$ cat config.mk
export PLATFORM = sky130hd
export DESIGN_NAME = mi3_fmul
export DESIGN_NICKNAME = d
export VERILOG_FILES = /design/src/hdl/mi3_pkg.sv /design/src/hdl/mi3_round.sv /design/src/hdl/mi3_fmul.sv
export SDC_FILE = /design/constraint.sdc
export NUM_CORES = 2
export LEC_CHECK = 0
export ABC_AREA = 1
export BUFFER_PORTS_ARGS = -buffer_cell sky130_fd_sc_hd__buf_2
export CAP_MARGIN = 15
export CORE_ASPECT_RATIO = 1.4
export CORE_MARGIN = 2
export CORE_UTILIZATION = 60
export CTS_CLUSTER_SIZE = 24
export DETAILED_ROUTE_END_ITERATION = 12
export GPL_TIMING_DRIVEN = 0
export PLACE_DENSITY_LB_ADDON = 0.12
export SLEW_MARGIN = 30
export SYNTH_ARGS = -nofsm -noshare
export SYNTH_HDL_FRONTEND = slang
export SYNTH_SLANG_ARGS = --single-unit
$ cat constraint.sdc
create_clock -name clk -period 10 [get_ports clk]
set_input_delay 2.5 -clock clk [delete_from_list [all_inputs] [get_ports clk]]
set_output_delay 2.5 -clock clk [all_outputs]
set_load 0.02 [all_outputs]
$ cat src/hdl/mi3_pkg.sv
// ----------------------------------------------------------------------------
// mi3_pkg: shared types, constants and helpers for the 3x3 inverse core
// Holds the unrounded float format handed to the rounding stages, the
// operand selection tables and two small bit-level helper functions.
// ----------------------------------------------------------------------------
package mi3_pkg;

    localparam logic [31:0] QNAN = 32'h7FC0_0000;

    // Unrounded result: the MSB of sig has weight 2^(exp - 127).
    typedef struct packed {
        logic               sgn;
        logic signed [11:0] exp;
        logic [51:0]        sig;
        logic               spec;
        logic [31:0]        spec_val;
    } mi3_raw_t;

    // Entry index is row * 3 + column. The first six products feed the
    // determinant, then two products for each cofactor in row-major order.
    localparam logic [3:0] M1_LHS [24] = '{
        4'd0, 4'd1, 4'd2, 4'd0, 4'd1, 4'd2,
        4'd4, 4'd7, 4'd7, 4'd1, 4'd1, 4'd2, 4'd5, 4'd8, 4'd8, 4'd2,
        4'd2, 4'd0, 4'd3, 4'd6, 4'd6, 4'd0, 4'd0, 4'd1};
    localparam logic [3:0] M1_RHS [24] = '{
        4'd4, 4'd5, 4'd3, 4'd5, 4'd3, 4'd4,
        4'd8, 4'd5, 4'd2, 4'd8, 4'd5, 4'd4, 4'd6, 4'd3, 4'd0, 4'd6,
        4'd3, 4'd5, 4'd7, 4'd4, 4'd1, 4'd7, 4'd4, 4'd3};
    localparam logic [3:0] DET_THIRD [6] = '{4'd8, 4'd6, 4'd7, 4'd7, 4'd8, 4'd6};

    function automatic logic [5:0] lzc52(input logic [51:0] x);
        logic [5:0] n;
        logic       found;
        n     = 6'd52;
        found = 1'b0;
        for (int i = 51; i >= 0; i--) begin
            if (!found && x[i]) begin
                n     = 6'(51 - i);
                found = 1'b1;
            end
        end
        return n;
    endfunction

    // Right shift that folds every bit shifted out into the LSB.
    function automatic logic [51:0] jam_shr(input logic [51:0] x, input logic [6:0] amt);
        logic [51:0] mask;
        logic [51:0] r;
        mask = '0;
        if (amt >= 7'd52) begin
            r = {51'b0, |x};
        end
        else begin
            mask = ~({52{1'b1}} << amt);
            r    = x >> amt;
            r[0] = r[0] | (|(x & mask));
        end
        return r;
    endfunction

endpackage

$ cat src/hdl/mi3_round.sv
// ----------------------------------------------------------------------------
// mi3_round: two-stage normalize and round to binary32
// Stage one finds the leading one and normalizes; stage two denormalizes
// for tiny results, rounds to nearest even and packs.
// ----------------------------------------------------------------------------
module mi3_round
    import mi3_pkg::*;
(
    input  logic        clk,
    input  logic [1:0]  en,
    input  mi3_raw_t    raw,
    output logic [31:0] res
);

    typedef struct packed {
        logic               sgn;
        logic signed [11:0] exp;
        logic [51:0]        sig;
        logic               zero;
        logic               spec;
        logic [31:0]        spec_val;
    } nrm_t;

    nrm_t               nrm_next, nrm_reg;
    logic [5:0]         lz;
    logic signed [11:0] e_n, sh, e2;
    logic               subn, g, st, up;
    logic [6:0]         amt;
    logic [51:0]        dsig;
    logic [23:0]        m;
    logic [24:0]        mr;
    logic [31:0]        res_next, res_reg;

    always_comb
    begin
        lz                = lzc52(raw.sig);
        nrm_next.sgn      = raw.sgn;
        nrm_next.exp      = raw.exp - $signed({6'b0, lz});
        nrm_next.sig      = raw.sig << lz;
        nrm_next.zero     = (raw.sig == '0);
        nrm_next.spec     = raw.spec;
        nrm_next.spec_val = raw.spec_val;
    end

    always_ff @(posedge clk)
    begin
        if (en[0])
        begin
            nrm_reg <= nrm_next;
        end
    end

    always_comb
    begin
        e_n  = nrm_reg.exp;
        sh   = 12'sd1 - e_n;
        subn = (e_n < 12'sd1);
        amt  = subn ? ((sh > 12'sd63) ? 7'd63 : sh[6:0]) : 7'd0;
        dsig = jam_shr(nrm_reg.sig, amt);
        m    = dsig[51:28];
        g    = dsig[27];
        st   = |dsig[26:0];
        up   = g & (st | m[0]);
        mr   = {1'b0, m} + {24'b0, up};
        e2   = mr[24] ? e_n + 12'sd1 : e_n;
        if (nrm_reg.spec)
            res_next = nrm_reg.spec_val;
        else if (nrm_reg.zero)
            res_next = {nrm_reg.sgn, 31'b0};
        else if (subn)
            res_next = {nrm_reg.sgn, 7'b0, mr[23], mr[22:0]};
        else if (e2 >= 12'sd255)
            res_next = {nrm_reg.sgn, 8'hFF, 23'b0};
        else
            res_next = {nrm_reg.sgn, e2[7:0], mr[24] ? mr[23:1] : mr[22:0]};
    end

    always_ff @(posedge clk)
    begin
        if (en[1])
        begin
            res_reg <= res_next;
        end
    end

    assign res = res_reg;

endmodule

$ cat src/hdl/mi3_fmul.sv
// ----------------------------------------------------------------------------
// mi3_fmul: three-stage binary32 multiplier
// Multiplies the significands in the first stage, then rounds in two.
// ----------------------------------------------------------------------------
module mi3_fmul
    import mi3_pkg::*;
(
    input  logic        clk,
    input  logic [2:0]  en,
    input  logic [31:0] a,
    input  logic [31:0] b,
    output logic [31:0] res
);

    mi3_raw_t    raw_next, raw_reg;
    logic [7:0]  ea, eb;
    logic [23:0] ma, mb;
    logic [47:0] prod;
    logic        a_nan, b_nan, a_inf, b_inf, a_zero, b_zero, sgn;

    always_comb
    begin
        ea     = (a[30:23] == 8'd0) ? 8'd1 : a[30:23];
        eb     = (b[30:23] == 8'd0) ? 8'd1 : b[30:23];
        ma     = {a[30:23] != 8'd0, a[22:0]};
        mb     = {b[30:23] != 8'd0, b[22:0]};
        a_nan  = (a[30:23] == 8'hFF) && (a[22:0] != 23'd0);
        b_nan  = (b[30:23] == 8'hFF) && (b[22:0] != 23'd0);
        a_inf  = (a[30:23] == 8'hFF) && (a[22:0] == 23'd0);
        b_inf  = (b[30:23] == 8'hFF) && (b[22:0] == 23'd0);
        a_zero = (a[30:0] == 31'd0);
        b_zero = (b[30:0] == 31'd0);
        sgn    = a[31] ^ b[31];
        prod   = ma * mb;

        raw_next.sgn      = sgn;
        raw_next.exp      = $signed({4'b0, ea}) + $signed({4'b0, eb}) - 12'sd126;
        raw_next.sig      = {prod, 4'b0};
        raw_next.spec     = 1'b1;
        if (a_nan || b_nan || (a_inf && b_zero) || (a_zero && b_inf))
            raw_next.spec_val = QNAN;
        else if (a_inf || b_inf)
            raw_next.spec_val = {sgn, 8'hFF, 23'b0};
        else if (a_zero || b_zero)
            raw_next.spec_val = {sgn, 31'b0};
        else
        begin
            raw_next.spec     = 1'b0;
            raw_next.spec_val = QNAN;
        end
    end

    always_ff @(posedge clk)
    begin
        if (en[0])
        begin
            raw_reg <= raw_next;
        end
    end

    mi3_round u_rnd (
        .clk (clk),
        .en  (en[2:1]),
        .raw (raw_reg),
        .res (res)
    );

endmodule

* After elaboration in Yosys (flattened, before gate mapping)
Cells that the tools add are included.
** Operators by class
- Order comparisons :: 4
- Bitwise operators :: 6
- $add $sub $neg :: 6
- Equal/unequal tests :: 2
- Muxes and demuxes :: 109
- $mul :: 1
- Shift operators :: 3
- Reduce and logical (&&, ||, !) cells :: 120
** Operator list (number)
- 6-bit two-way mux :: 48
- 52-bit OR reduction :: 2
- 32-bit two-way mux :: 3
- 31-bit two-way mux :: 3
- 31-bit logical NOT :: 2
- 1-bit logical AND :: 53
- 52-bit AND :: 1
- 52-bit logical NOT :: 1
- 52-bit two-way mux :: 1
- 52-bit inverter :: 1
- 52-bit by 6-bit left shift with 52-bit output :: 1
- 52-bit by 7-bit left shift with 52-bit output (first input constant) :: 1
- 52-bit by 7-bit >> shifter with 52-bit output :: 1
- 24-bit by 24-bit multiplier with 48-bit output :: 1
- 1-bit two-way mux :: 48
- 1-bit logical NOT :: 47
- 23-bit logical NOT :: 2
- 23-bit nonzero test :: 2
- 27-bit OR reduction :: 1
- 24-bit by 1-bit adder with 25-bit output :: 1
- 23-bit two-way mux :: 1
- 8-bit == test (second input constant) :: 2
- 8-bit logical NOT :: 2
- 8-bit two-way mux :: 2
- 17 further kinds :: 24
** Storage, ports and cells
- Flip-flop bits (word level) :: 225
- Bits of input ports :: 68
- Output and inout port bits :: 32
- Logic and storage cells :: 264

* Logic depth before layout (Yosys ltp)
- Depth in word-level cells :: 143
- Mapped depth :: 41
- Gate-level depth less buffers :: 36

* Cells and area by module
Synthesis repeated with hierarchy kept, for this count alone.
** Second synthesis, totals
- Cells, all modules :: 5408
- Area, all modules :: 37636.1 µm²
** By module, submodules not included
- mi3_fmul :: instances 1, cells each 3042, area an instance 23134.7 µm², seq. area each 1891.8 µm²
- mi3_round :: instances 1, cells each 2366, area an instance 14501.4 µm², seq. area each 3933.8 µm²

* Worst setup path before layout
Ideal clock, no wire load.
- Path type :: input to register
- Start :: in a[6]
- End :: reg raw_reg[81] (netlist bit) (data pin)
- Data required time :: 9.738 ns
- Cell stages on the path :: 30
- Library setup time :: 0.262 ns
- Data arrival time :: 8.991 ns
- Setup slack :: 0.747 ns
- Buffers on the path :: 2
- Cells stage by stage :: clkbuf_1 > clkbuf_1 > nand2_1 > fa_1 > fa_1 > inv_1 > fa_1 > ha_1 > fa_1 > inv_1 > fa_1 > fa_1 > inv_1 > ha_1 > nand2_1 > o21ai_0 > a21boi_1 > o21ai_0 > a21boi_1 > o21ai_0 > a21oi_1 > o21ai_1 > a21boi_0 > o21ai_1 > inv_1 > nor2_1 > nor2_1 > o21ai_1 > a21oi_1 > xor2_1
** On the way
- Cells in the longest elaborated chain, start to end :: 1
** RTL lines
- start: declaration :: RTL line mi3_fmul.sv:10 : input logic [31:0] a,
- 24-bit by 24-bit multiplier with 48-bit output :: RTL line mi3_fmul.sv:34 : prod = ma * mb;
- named net prod[44] :: RTL line mi3_fmul.sv:18 : logic [47:0] prod;
- end signal: assignment :: RTL line mi3_fmul.sv:57 : raw_reg <= raw_next;
- end: declaration :: RTL line mi3_fmul.sv:15 : mi3_raw_t raw_next, raw_reg;
The timed path passes the listed nets, and every way through them passes these cells.
A chain may end at the register's enable or synchronous reset.

* Worst setup path in the final report
- Start :: in b[15]
- End :: reg raw_reg[84] (netlist bit) (data pin)
** On the way
- Cells in the longest elaborated chain, start to end :: 1
** RTL lines
- start: declaration :: RTL line mi3_fmul.sv:11 : input logic [31:0] b,
- 24-bit by 24-bit multiplier with 48-bit output :: RTL line mi3_fmul.sv:34
- named net prod[47] :: RTL line mi3_fmul.sv:18
The timed path passes the listed nets, and every way through them passes these cells.

==> impl_metrics.yaml <==
yosys:
  syn_area_mm2: 0.0333
  ys_seq_elements: 161
  syn-num-nets: 5289
  synth_common_cells: "nand2_1 (1226), inv_1 (907), fa_1 (484), nand3_1 (482), nor2_1 (207)"
  async_flop_share_pct: 0
  yosys_warnings: 0
  synth_flop_cell: "edfxtp_1"
  yosys-top-cells-area: "fa_1 (29%), edfxtp_1 (15%), nand2_1 (14%), inv_1 (10%), ha_1 (7.5%)"
  netlist.area_leader.share_pct: 29.1
  yosysUniqueCellTypes: 62
  synth_top_area_cell: "fa_1"
  synth_edf_count: 161
  synth_most_common_cell: "nand2_1"
  synth_area_per_cell_um2: 7.34
  syn_inst: 4537
  ys_seq_area_share_pct: 14.5
floorplanning:
  start_util_pct: 60.4
  dieHeight_um: 283
  num_rows: 102
  die_area_mm2: 0.0574
  fp.dieW_um: 203
  core_area_mm2: 0.0551
  design.portCount: 100
drt:
  wl_met2_mm: 61.8
  top_layer_used: "met5"
  vias_per_cell: 5.98
  num_vias: 32100
  drt_iter0_markers: 2808
  met3_length_mm: 10.6
  dr.pass1.iters: 7
  wl_per_cell_um: 23.8
  ant_nets: 0
  routed_wl_mm: 127
  drc: 0
  wl_met1_mm: 38.1
final_layout:
  largest_reg_flops: 63
  layout-drive-gt1-share_pct: 6.26
  final_util_pct: 63.9
  fillers: 5071
  area_growth_syn_to_layout_pct: 5.72
  nNetsFinal: 5370
setup_path:
  required_ns: 10.20
  start_kind: "input port"
  worst-path-max-fanout: 10
  rrSetupSlack_ns: 3.48
  r2r-end: "u_rnd.e_n[9]$_DFFE_PP_"
  crit_slowest_cell: "clkbuf_1"
  crit_path_start: "b[15]"
  rr_startpoint: "raw_reg[83]$_DFFE_PP_"
  reg2reg_depth: 26
  crit_arrival_ns: 10.15
  cpMostUsedCell: "fa_1"
  end_kind: "flop"
  worstSetupPathType: "in2reg"
  cpPeakStageDelay_ns: 0.71
global_routing:
  antenna_found_initial: 3
  grt_pass1_wl_mm: 191
  grt_max_degree: 67
  grt_pass1_vias: 33200
  grt_usage_pct: 45.3
  grt.overflow.total: 0
sta:
  hold_viol_final: 0
  worst_pin_slew_ns: 1.08
  report.final.slew_viol_count: 0
  finClkSkew_ns: 0.0133
  period_needed_ns: 9.95
  finalSetupViolCount: 0
  min_period_over_period_pct: 99.5
  rsz0062_at_grt: "no"
  fmax_ghz: 0.100
  slew-limit-headroom_pct: 27.7
clocking:
  clkTransAtPathRegs_ns: 0.07
  cts_root_buf: "clkbuf_16"
  cts_buffer_depth: 2
  h-tree-depth: 4
  clk_latency_ns: 0.46
  clock_sinks: 161
  cts_buffers: 17
  tritoncts: "done"
  hold_buffers: 0
job:
  cap_viol_max_count: 0
hold_path:
  hold_end: "u_rnd.nrm_reg[22]$_DFFE_PP_"
  worstHoldPathType: "reg2reg"
  min_from: "raw_reg[22]$_SDFFCE_PP1P_"
  holdPathStages: 0
placed_design:
  dpl.hpwl_mm: 104
  gp_congestion: 1.09
  port-buffer-count: 61
status:
  status: "finished, final reports clean"
[critical path: cells and delay by family]
family / cells / cell delay [ns]
fa+ha+maj: 8 / 3.85
compound gates: 4 / 0.96
buf+inv: 5 / 1.60
xor+xnor: 1 / 0.16
simple gates: 8 / 1.09
[metrics by stage]
stage / std cells / setup slack [ns] / cell area (um2) / hold slack (ns) / TNS, ns
after detailed placement: 5327 / -1.15 / 34500 / 0.413 / -13.33
after global placement: 5326 / -1.08 / 34500 / 0.405 / -12.19
after global routing: 5359 / 0.00425 / 35200 / 0.435 / 0
after floorplan: 4537 / 0.747 / 33300 / 0.400 / 0
final: 5360 / 0.0482 / 35200 / 0.427 / 0
after CTS: 5359 / 0.0557 / 35200 / 0.429 / 0
[what timing repair did]
action | CTS | global route
endpoints found under the hold margin | 0 | 0
gates resized for setup | 71 | 31
setup buffers | 0 | 0
setup endpoints to repair | 14 | 11
[cell usage in the layout, fill, tap and decap left out, types with 7 or more instances in the layout]
cell,Yosys,layout
a21oi_1,101,100
buf_1,16,16
buf_2,21,83
buf_4,5,8
buf_6,12,12
clkbuf_1,192,120
clkbuf_16,0,17
clkbuf_2,0,63
edfxtp_1,161,161
fa_1,484,484
ha_1,200,200
inv_1,907,907
inv_2,10,10
nand2_1,1226,1226
nand2_2,15,15
nand3_1,482,482
nand3_2,13,13
nand3b_1,10,10
nand4_1,57,57
nor2_1,207,206
nor2_2,11,11
nor3_1,26,25
nor3_2,6,7
nor4_1,18,17
o211ai_1,21,21
o21ai_0,139,135
o21ai_1,19,22
or2_2,11,11
xnor2_1,29,29
xor2_1,60,60
[cell type report]
cell class | count | area (um2) | area share (%)
diodes | 1 | 2.50 | 0.00711
plain buffers | 246 | 1170 | 3.32
clock buffers | 18 | 429 | 1.22
clock inverters | 14 | 104 | 0.295
inverters | 920 | 3460 | 9.81
multi-input cells | 3210 | 24000 | 68.1
flip-flops and latches | 161 | 4830 | 13.7
well taps | 728 | 911 | 2.59
repair buffers | 62 | 318 | 0.903
[how the worst max path moves through the flow]
stage	end	cells after the start
after floorplan	raw_reg[81]$_DFFE_PP_	30
after global placement	raw_reg[81]$_DFFE_PP_	27
after detailed placement	raw_reg[83]$_DFFE_PP_	25
after CTS	raw_reg[81]$_DFFE_PP_	32
after global routing	raw_reg[81]$_DFFE_PP_	26
final	raw_reg[84]$_DFFE_PP_	26
[logic make-up after synthesis]
| logic type | synth area share, % |
|---|---|
| AOI/OAI and AO/OA | 5.44 |
| xor gates and xnor gates | 2.34 |
| adders and majority gates | 36.6 |
| buffers and inverters | 13.6 |
| DFF | 14.5 |
| muxes | 0.154 |
| and+or+nand+nor | 27.4 |
[layer usage]
metal / vias to the layer above / track usage (%)
li1: 14100 / -
met5: - / 0
met1: 15200 / 42.3
met2: 1862 / 78.9
met4: 2 / 48.9
met3: 877 / 9.76
Power is left out: the tool's default activity adds up to more than one toggle a clock period on the data nets, which glitch-free logic cannot reach.
