`src/hdl/mi3_pkg.sv`:
```
// ----------------------------------------------------------------------------
// mi3_pkg: shared types, constants and helpers for the 3x3 inverse core
// Holds the unrounded float format handed to the rounding stages, the
// operand selection tables and two small bit-level helper functions.
// ----------------------------------------------------------------------------
package mi3_pkg;

    localparam logic [31:0] QNAN = 32'h7FC0_0000;

    // Unrounded result: the MSB of sig has weight 2^(exp - 127).
    typedef struct packed {
        logic               sgn;
        logic signed [11:0] exp;
        logic [51:0]        sig;
        logic               spec;
        logic [31:0]        spec_val;
    } mi3_raw_t;

    // Entry index is row * 3 + column. The first six products feed the
    // determinant, then two products for each cofactor in row-major order.
    localparam logic [3:0] M1_LHS [24] = '{
        4'd0, 4'd1, 4'd2, 4'd0, 4'd1, 4'd2,
        4'd4, 4'd7, 4'd7, 4'd1, 4'd1, 4'd2, 4'd5, 4'd8, 4'd8, 4'd2,
        4'd2, 4'd0, 4'd3, 4'd6, 4'd6, 4'd0, 4'd0, 4'd1};
    localparam logic [3:0] M1_RHS [24] = '{
        4'd4, 4'd5, 4'd3, 4'd5, 4'd3, 4'd4,
        4'd8, 4'd5, 4'd2, 4'd8, 4'd5, 4'd4, 4'd6, 4'd3, 4'd0, 4'd6,
        4'd3, 4'd5, 4'd7, 4'd4, 4'd1, 4'd7, 4'd4, 4'd3};
    localparam logic [3:0] DET_THIRD [6] = '{4'd8, 4'd6, 4'd7, 4'd7, 4'd8, 4'd6};

    function automatic logic [5:0] lzc52(input logic [51:0] x);
        logic [5:0] n;
        logic       found;
        n     = 6'd52;
        found = 1'b0;
        for (int i = 51; i >= 0; i--) begin
            if (!found && x[i]) begin
                n     = 6'(51 - i);
                found = 1'b1;
            end
        end
        return n;
    endfunction

    // Right shift that folds every bit shifted out into the LSB.
    function automatic logic [51:0] jam_shr(input logic [51:0] x, input logic [6:0] amt);
        logic [51:0] mask;
        logic [51:0] r;
        mask = '0;
        if (amt >= 7'd52) begin
            r = {51'b0, |x};
        end
        else begin
            mask = ~({52{1'b1}} << amt);
            r    = x >> amt;
            r[0] = r[0] | (|(x & mask));
        end
        return r;
    endfunction

endpackage

```
`src/hdl/mi3_round.sv`:
```
// ----------------------------------------------------------------------------
// mi3_round: two-stage normalize and round to binary32
// Stage one finds the leading one and normalizes; stage two denormalizes
// for tiny results, rounds to nearest even and packs.
// ----------------------------------------------------------------------------
module mi3_round
    import mi3_pkg::*;
(
    input  logic        clk,
    input  logic [1:0]  en,
    input  mi3_raw_t    raw,
    output logic [31:0] res
);

    typedef struct packed {
        logic               sgn;
        logic signed [11:0] exp;
        logic [51:0]        sig;
        logic               zero;
        logic               spec;
        logic [31:0]        spec_val;
    } nrm_t;

    nrm_t               nrm_next, nrm_reg;
    logic [5:0]         lz;
    logic signed [11:0] e_n, sh, e2;
    logic               subn, g, st, up;
    logic [6:0]         amt;
    logic [51:0]        dsig;
    logic [23:0]        m;
    logic [24:0]        mr;
    logic [31:0]        res_next, res_reg;

    always_comb
    begin
        lz                = lzc52(raw.sig);
        nrm_next.sgn      = raw.sgn;
        nrm_next.exp      = raw.exp - $signed({6'b0, lz});
        nrm_next.sig      = raw.sig << lz;
        nrm_next.zero     = (raw.sig == '0);
        nrm_next.spec     = raw.spec;
        nrm_next.spec_val = raw.spec_val;
    end

    always_ff @(posedge clk)
    begin
        if (en[0])
        begin
            nrm_reg <= nrm_next;
        end
    end

    always_comb
    begin
        e_n  = nrm_reg.exp;
        sh   = 12'sd1 - e_n;
        subn = (e_n < 12'sd1);
        amt  = subn ? ((sh > 12'sd63) ? 7'd63 : sh[6:0]) : 7'd0;
        dsig = jam_shr(nrm_reg.sig, amt);
        m    = dsig[51:28];
        g    = dsig[27];
        st   = |dsig[26:0];
        up   = g & (st | m[0]);
        mr   = {1'b0, m} + {24'b0, up};
        e2   = mr[24] ? e_n + 12'sd1 : e_n;
        if (nrm_reg.spec)
            res_next = nrm_reg.spec_val;
        else if (nrm_reg.zero)
            res_next = {nrm_reg.sgn, 31'b0};
        else if (subn)
            res_next = {nrm_reg.sgn, 7'b0, mr[23], mr[22:0]};
        else if (e2 >= 12'sd255)
            res_next = {nrm_reg.sgn, 8'hFF, 23'b0};
        else
            res_next = {nrm_reg.sgn, e2[7:0], mr[24] ? mr[23:1] : mr[22:0]};
    end

    always_ff @(posedge clk)
    begin
        if (en[1])
        begin
            res_reg <= res_next;
        end
    end

    assign res = res_reg;

endmodule

```
`src/hdl/mi3_fdiv.sv`:
```
// ----------------------------------------------------------------------------
// mi3_fdiv: sixteen-stage pipelined binary32 divider
// One unpack stage, thirteen restoring stages of two quotient bits each,
// and two rounding stages.
// ----------------------------------------------------------------------------
module mi3_fdiv
    import mi3_pkg::*;
(
    input  logic        clk,
    input  logic [15:0] en,
    input  logic [31:0] x,
    input  logic [31:0] y,
    output logic [31:0] res
);

    localparam int unsigned ITER = 13;

    typedef struct packed {
        logic               sgn;
        logic signed [11:0] exp;
        logic [23:0]        dvs;
        logic [25:0]        rem;
        logic [25:0]        quo;
        logic               spec;
        logic [31:0]        spec_val;
    } fdv_t;

    fdv_t        it_next [ITER+1];
    fdv_t        it_reg  [ITER+1];
    mi3_raw_t    raw;
    logic [7:0]  ex, ey;
    logic [23:0] mx, my, mxn, myn;
    logic [5:0]  lzx, lzy;
    logic        x_nan, y_nan, x_inf, y_inf, x_zero, y_zero, sgn;

    always_comb
    begin
        ex     = (x[30:23] == 8'd0) ? 8'd1 : x[30:23];
        ey     = (y[30:23] == 8'd0) ? 8'd1 : y[30:23];
        mx     = {x[30:23] != 8'd0, x[22:0]};
        my     = {y[30:23] != 8'd0, y[22:0]};
        lzx    = lzc52({mx, 28'b0});
        lzy    = lzc52({my, 28'b0});
        mxn    = mx << lzx[4:0];
        myn    = my << lzy[4:0];
        x_nan  = (x[30:23] == 8'hFF) && (x[22:0] != 23'd0);
        y_nan  = (y[30:23] == 8'hFF) && (y[22:0] != 23'd0);
        x_inf  = (x[30:23] == 8'hFF) && (x[22:0] == 23'd0);
        y_inf  = (y[30:23] == 8'hFF) && (y[22:0] == 23'd0);
        x_zero = (x[30:0] == 31'd0);
        y_zero = (y[30:0] == 31'd0);
        sgn    = x[31] ^ y[31];

        it_next[0].sgn  = sgn;
        it_next[0].exp  = ($signed({4'b0, ex}) - $signed({6'b0, lzx}))
                        - ($signed({4'b0, ey}) - $signed({6'b0, lzy})) + 12'sd127;
        it_next[0].dvs  = myn;
        it_next[0].rem  = {2'b0, mxn};
        it_next[0].quo  = '0;
        it_next[0].spec = 1'b1;
        if (x_nan || y_nan || (x_zero && y_zero) || (x_inf && y_inf))
            it_next[0].spec_val = QNAN;
        else if (x_inf || y_zero)
            it_next[0].spec_val = {sgn, 8'hFF, 23'b0};
        else if (x_zero || y_inf)
            it_next[0].spec_val = {sgn, 31'b0};
        else
        begin
            it_next[0].spec     = 1'b0;
            it_next[0].spec_val = QNAN;
        end
    end

    always_ff @(posedge clk)
    begin
        if (en[0])
        begin
            it_reg[0] <= it_next[0];
        end
    end

    genvar k;
    generate
        for (k = 1; k <= ITER; k++)
        begin : g_iter
            logic [25:0] r1, r2;
            logic        q1, q2;

            always_comb
            begin
                q1 = (it_reg[k-1].rem >= {2'b0, it_reg[k-1].dvs});
                r1 = q1 ? it_reg[k-1].rem - {2'b0, it_reg[k-1].dvs} : it_reg[k-1].rem;
                r1 = {r1[24:0], 1'b0};
                q2 = (r1 >= {2'b0, it_reg[k-1].dvs});
                r2 = q2 ? r1 - {2'b0, it_reg[k-1].dvs} : r1;
                r2 = {r2[24:0], 1'b0};
                it_next[k]     = it_reg[k-1];
                it_next[k].rem = r2;
                it_next[k].quo = {it_reg[k-1].quo[23:0], q1, q2};
            end

            always_ff @(posedge clk)
            begin
                if (en[k])
                begin
                    it_reg[k] <= it_next[k];
                end
            end
        end
    endgenerate

    always_comb
    begin
        raw.sgn      = it_reg[ITER].sgn;
        raw.exp      = it_reg[ITER].exp;
        raw.sig      = {it_reg[ITER].quo, it_reg[ITER].rem != 26'd0, 25'b0};
        raw.spec     = it_reg[ITER].spec;
        raw.spec_val = it_reg[ITER].spec_val;
    end

    mi3_round u_rnd (
        .clk (clk),
        .en  (en[15:14]),
        .raw (raw),
        .res (res)
    );

endmodule

```
`config.mk`:
```
export PLATFORM = sky130hd
export DESIGN_NAME = mi3_fdiv
export DESIGN_NICKNAME = d
export VERILOG_FILES = /design/src/hdl/mi3_pkg.sv /design/src/hdl/mi3_round.sv /design/src/hdl/mi3_fdiv.sv
export SDC_FILE = /design/constraint.sdc
export NUM_CORES = 2
export LEC_CHECK = 0
export BUFFER_PORTS_ARGS = -buffer_cell sky130_fd_sc_hd__buf_2
export CORE_ASPECT_RATIO = 0.5
export CORE_MARGIN = 10
export CORE_UTILIZATION = 50
export CTS_CLUSTER_DIAMETER = 40
export CTS_CLUSTER_SIZE = 10
export DETAILED_ROUTE_END_ITERATION = 12
export PLACE_DENSITY = 0.77
export SLEW_MARGIN = 20
export SYNTH_ARGS = -nofsm -noshare
export SYNTH_HDL_FRONTEND = slang
export SYNTH_SLANG_ARGS = --single-unit
```
`constraint.sdc`:
```
create_clock -name clk -period 18.26 [get_ports clk]
set_clock_uncertainty 0.1 [all_clocks]
set_input_delay 0.913 -clock clk [delete_from_list [all_inputs] [get_ports clk]]
set_output_delay 0.913 -clock clk [all_outputs]
set_load 0.02 [all_outputs]
```
Word level (Yosys, flattened, before mapping)
Memories as Yosys holds them, arrays and structs flattened.
Cells that the tools add are included.
{"block": "totals", "register_bits": 131, "latchBits": 0, "ramBits": 1708, "rom_bits": 0, "in_bits": 81, "out_inout_bits": 32, "word_cells": 473, "memories": 1}
{"block": "classes", "add_sub_neg": 34, "n_mul": 0, "div": 0, "order_cmp": 30, "eq_ne": 2, "shifts": 5, "n_mux": 218, "bitwise": 6, "n_reduce_logical": 170}
{"name": "it_reg", "words": 14, "width": 122, "read_ports": 14, "rd_clocked_by_memory_dff": 0, "write_ports": 14, "line_no": "mi3_fdiv.sv:29", "rtl": "fdv_t it_reg [ITER+1];"}
{"cell": ">= comparator 26 x 24 -> 1 bit", "count": 26}
{"cell": "two-way mux 25 bit", "count": 26}
{"cell": "subtractor 25 x 24 -> 25 bit", "count": 26}
{"cell": "two-way mux 6 bit", "count": 75}
{"cell": "two-way mux 32 bit", "count": 4}
{"cell": "OR reduction 52 bit", "count": 2}
{"cell": "two-way mux 1 bit", "count": 103}
{"cell": "two-way mux 31 bit", "count": 3}
{"cell": "logical AND 1 bit", "count": 78}
{"cell": "logical NOT 1 bit", "count": 72}
{"cell": "logical NOT 31 bit", "count": 2}
{"cell": "AND 52 bit", "count": 1}
{"cell": "logical NOT 52 bit", "count": 1}
{"cell": "two-way mux 52 bit", "count": 1}
{"cell": "NOT 52 bit", "count": 1}
{"cell": "left shift 52 x 6 -> 52 bit", "count": 1}
{"cell": "left shift 52 x 7 -> 52 bit (first input constant)", "count": 1}
{"cell": "right shift 52 x 7 -> 52 bit", "count": 1}
{"cell": "left shift 24 x 5 -> 24 bit", "count": 2}
{"cell": "logical NOT 23 bit", "count": 2}
{"cell": "nonzero test 23 bit", "count": 2}
{"cell": "OR reduction 27 bit", "count": 1}
{"cell": "nonzero test 26 bit", "count": 1}
{"cell": "adder 24 x 1 -> 25 bit", "count": 1}
{"cell": "21 further kinds", "count": 32}

Depth between registers and ports, before layout
An unclocked memory read counts as a cell.
{"block": "depth", "word_depth": 81, "mapped_depth": 37, "ltp_nobuf": 34}

By module
A second synthesis with hierarchy kept.
{"block": "hier_totals", "hier_cells": 8610, "hier_area_um2": 86277.7}
{"mod": "mi3_fdiv", "n_inst": 1, "cells_per_inst": 6903, "area_each_um2": 72378.2}
{"mod": "mi3_round", "n_inst": 1, "cells_per_inst": 1707, "area_each_um2": 13899.6}

Least setup slack after synthesis
No wires, ideal clock.
{"block": "synth_timing", "path_kind": "register -> register", "from": "memory it_reg[0][329] in the netlist's numbering", "to": "memory it_reg[0][432] in the netlist's numbering, data pin", "setup_ns": 0.260, "arrival_ns": 7.562, "required_ns": 17.900, "slack_ns": 10.338, "path_stages_with_launch": 33, "n_path_buf": 4, "cell_sequence": "edfxtp_1 > inv_1 > fa_1 > a21o_1 > a21oi_1 > o21bai_1 > a21o_1 > a21oi_1 > o21ai_0 > a211oi_1 > o21ai_0 > and3b_1 > o41a_1 > or3b_2 > clkbuf_1 > buf_1 > clkbuf_1 > a21oi_1 > ha_1 > a21o_1 > a31o_2 > a211o_1 > o211ai_1 > a211oi_1 > o311a_1 > o21a_1 > o21a_1 > nor2_1 > o21a_1 > o21ai_0 > nor2_1 > clkbuf_1 > mux2_2"}
{"item": "start: declaration", "line_no": "mi3_fdiv.sv:29"}

==> results.md <==
- Status: finished clean
- Critical path arrival: 9.20 ns
- Synth top area share: 42.82%
- Metal2 WL: 89.78 mm
- CP peak stage delay: 0.83 ns
- NumNets Final: 8734
- Library cells used by synthesis: 107
- Setup bufs post-CTS: 0
- Post-synthesis adder-cell area fraction: 10.65%
- Primary FF master, synth: edfxtp_1
- Worst R2R Path Depth: 28
- Yosys warnings: 0
- Max clock buf depth: 4
- Slew Viols, Final: 0
- Setup violators final: 0
- Residual DRC: 0
- Required @ worst endpoint: 18.65 ns
- Synth async-reset ratio: 0%
- Most frequent cells after synthesis: edfxtp_1, ha_1, nor2_1
- Endpoint, Worst Hold: it_reg[1][163]
- Vias/cell: 5.951
- Slew margin rel.: 25.84%
- CP max FO: 36
- Hold Path Origin: it_reg[1][39]
- Synthesized instance count: 7847
- Starting Density: 50.57%
- Critical Path Slowest Stage Cell: nand2_1
- H-tree Lvls: 4
- Synth Net Count: 8600
- CTS Hold Bufs: 0
- FF+latch count, synth: 1144
- Vias in the first global route: 58824
- Congestion Overflow GR: 0
- Max Clk Rate: 113.5 MHz
- Die Span X: 586.5 µm
- DR iter-0 viols: 5280
- RR Startpoint: it_reg[1][85]
- Final wirelength: 194.4 mm
- Mapped Avg Cell Area: 10.22 µm²
- Synth area leader: edfxtp_1
- Setup TNS Final: 0 ns
- Fill count: 13507
- Hold Crit Depth: 0
- DR vias: 60648
- Most Frequent Cell on Critical Path: a21oi_1
- Routed wl met3: 11.66 mm
- Clk_lat worst skew: 0.82 ns
- Io pins: 113
- Post-CTS sizing: 0
- Count leader, synth: edfxtp_1
- M1 WL: 85.54 mm
- XOR/XNOR Fraction of Synth Area: 6.070%
- Placeable Area: 0.1586 mm²
- Post-synthesis simple-gate area fraction: 12.93%
- CTS Buf Count: 154
- Post-synth EDFFs: 1144
- Reg-to-Reg End: it_reg[1][194]
- R2R setup slack: 9.45 ns
- CTS Root Cell: clkbuf_16
- Cell Rows: 103
- Post-synthesis compound-gate area fraction: 15.79%
- Synth Cell Area: 0.08022 mm²
- Least-Margin Pin Slew: 1.110 ns
- Crit end category: flop
- Fin crit share: 48.26%
- Global-route wire length before repair: 309.8 mm
- Final min period: 8.813 ns
- Final Hold Vio Count: 0
- Antenna violations before repair: 3
- Max Cap Viol: 0
- Sequential area share after synthesis: 42.82%
- Share of layout cells above drive strength 1: 11.18%
- DR top layer: met5
- Largest net degree at the start of global routing: 74
- Die Y: 303.2 µm
- Sink Count: 1144
- Global-route usage over all layers: 21.07%
- Largest family of logic cells by synthesized area: compound AO/OA/AOI/OAI gates
- Avg WL per Cell: 19.07 µm
- Die area: 0.1778 mm²
- Router iterations before antenna repair: 6
- CP Launch Type: flop
- RSZ-0062 raised after global routing: false
- Crit path kind: reg2reg
- Count of input and output buffers: 112
- Max reg flops: 1067
- Top post-synthesis cells by area: edfxtp_1, ha_1, mux2_2
- Clock edge transition at the registers on the reported setup and hold paths: 0.06 ns
- Synthesis-to-layout area growth: 9.276%
- CTS tree: done
- Proportion of synthesized area in mux cells: 8.123%
- Detail Route Antenna Nets: 0
- Hold crit path type: reg2reg
- GPL Wtd Cong: 0.9787
- Post-DP HPWL: 144.1 mm
-- logic make-up (layout without fill, tap and decap cells) --
group,after synthesis,after routing
and+or+nand+nor,2150,2150
AOI/OAI and AO/OA,1968,1968
DFF,1144,1144
buffers and inverters,759,950
adders and majority gates,672,672
muxes,598,598
xor gates and xnor gates,556,556
other,0,1
-- critical path: cells and delay by family (launching register included) --
kind / cells / cell delay, ns
flip-flops: 1 / 0.49
AO/OA/AOI/OAI: 16 / 3.64
buffers and inverters: 2 / 0.49
adder cells (fa/ha/maj): 2 / 0.82
multiplexers: 2 / 0.82
AND/OR/NAND/NOR: 6 / 2.15
-- metal layers --
layer	GRT usage, %	up-vias
li1	-	29512
met1	27.87	28665
met2	35.47	1991
met3	2.997	478
met4	7.538	2
met5	0	-
-- per-stage QoR --
step / setup slack [ns] / instances / utilization [%] / hold WS, ns / instance area (µm²)
floorplan: 10.34 / 7847 / - / 0.3003 / 80220
global placement: 9.494 / 9975 / 52.50 / 0.3003 / 83280
detailed placement: 9.369 / 9975 / 52.50 / 0.3045 / 83290
CTS: 9.254 / 10188 / 55.23 / 0.2538 / 87630
global route: 8.853 / 10191 / 55.26 / 0.2632 / 87660
finish: 9.447 / 10191 / 55.26 / 0.2550 / 87660
-- placed cells by master, fill, tap and decap left out, drive strengths merged, types with 20 or more instances in the layout --
| master | instances |
|---|---|
| edfxtp | 1144 |
| ha | 654 |
| nor2 | 649 |
| a21oi | 632 |
| inv | 564 |
| nand2 | 493 |
| mux2 | 421 |
| o21ai | 394 |
| xnor2 | 384 |
| nor3 | 192 |
| a21o | 188 |
| nand3 | 179 |
| buf | 179 |
| mux2i | 177 |
| xor2 | 172 |
| clkbuf | 170 |
| nand4 | 125 |
| nor2b | 90 |
| nand2b | 89 |
| o21bai | 88 |
| o21a | 81 |
| a211oi | 70 |
| and3 | 63 |
| a31oi | 63 |
| o211ai | 62 |
| or3 | 55 |
| and2 | 52 |
| nor4 | 49 |
| a21boi | 41 |
| o31ai | 41 |
| or2 | 39 |
| clkinv | 32 |
| o22ai | 28 |
| or4 | 22 |
| o311ai | 22 |
| a211o | 21 |
| nand3b | 20 |
| o221ai | 20 |
-- worst max path at each step --
stage / startpoint / end / slack [ns] / depth (start not counted)
floorplan: it_reg[0][329] / it_reg[0][432] / 10.34 / 32
global placement: it_reg[0][329] / it_reg[0][427] / 9.49 / 31
detailed placement: it_reg[0][329] / it_reg[0][443] / 9.37 / 31
CTS: it_reg[0][573] / it_reg[0][679] / 9.25 / 31
global route: it_reg[0][85] / it_reg[0][196] / 8.85 / 31
finish: it_reg[1][85] / it_reg[1][194] / 9.45 / 28
-- cell type report --
type / count / area [µm²] / area share (%)
antenna: 1 / 2.502 / 0.002855
clock buffer: 170 / 3956 / 4.513
clock inverter: 43 / 384.1 / 0.4382
inverter: 558 / 2095 / 2.389
multi-input combinational: 5944 / 43090 / 49.15
sequential: 1144 / 34350 / 39.19
tap: 2152 / 2693 / 3.072
timing repair buffer: 179 / 1091 / 1.245
Power is left out: the tool's default activity adds up to more than one toggle a clock period on the data nets, which glitch-free logic cannot reach.
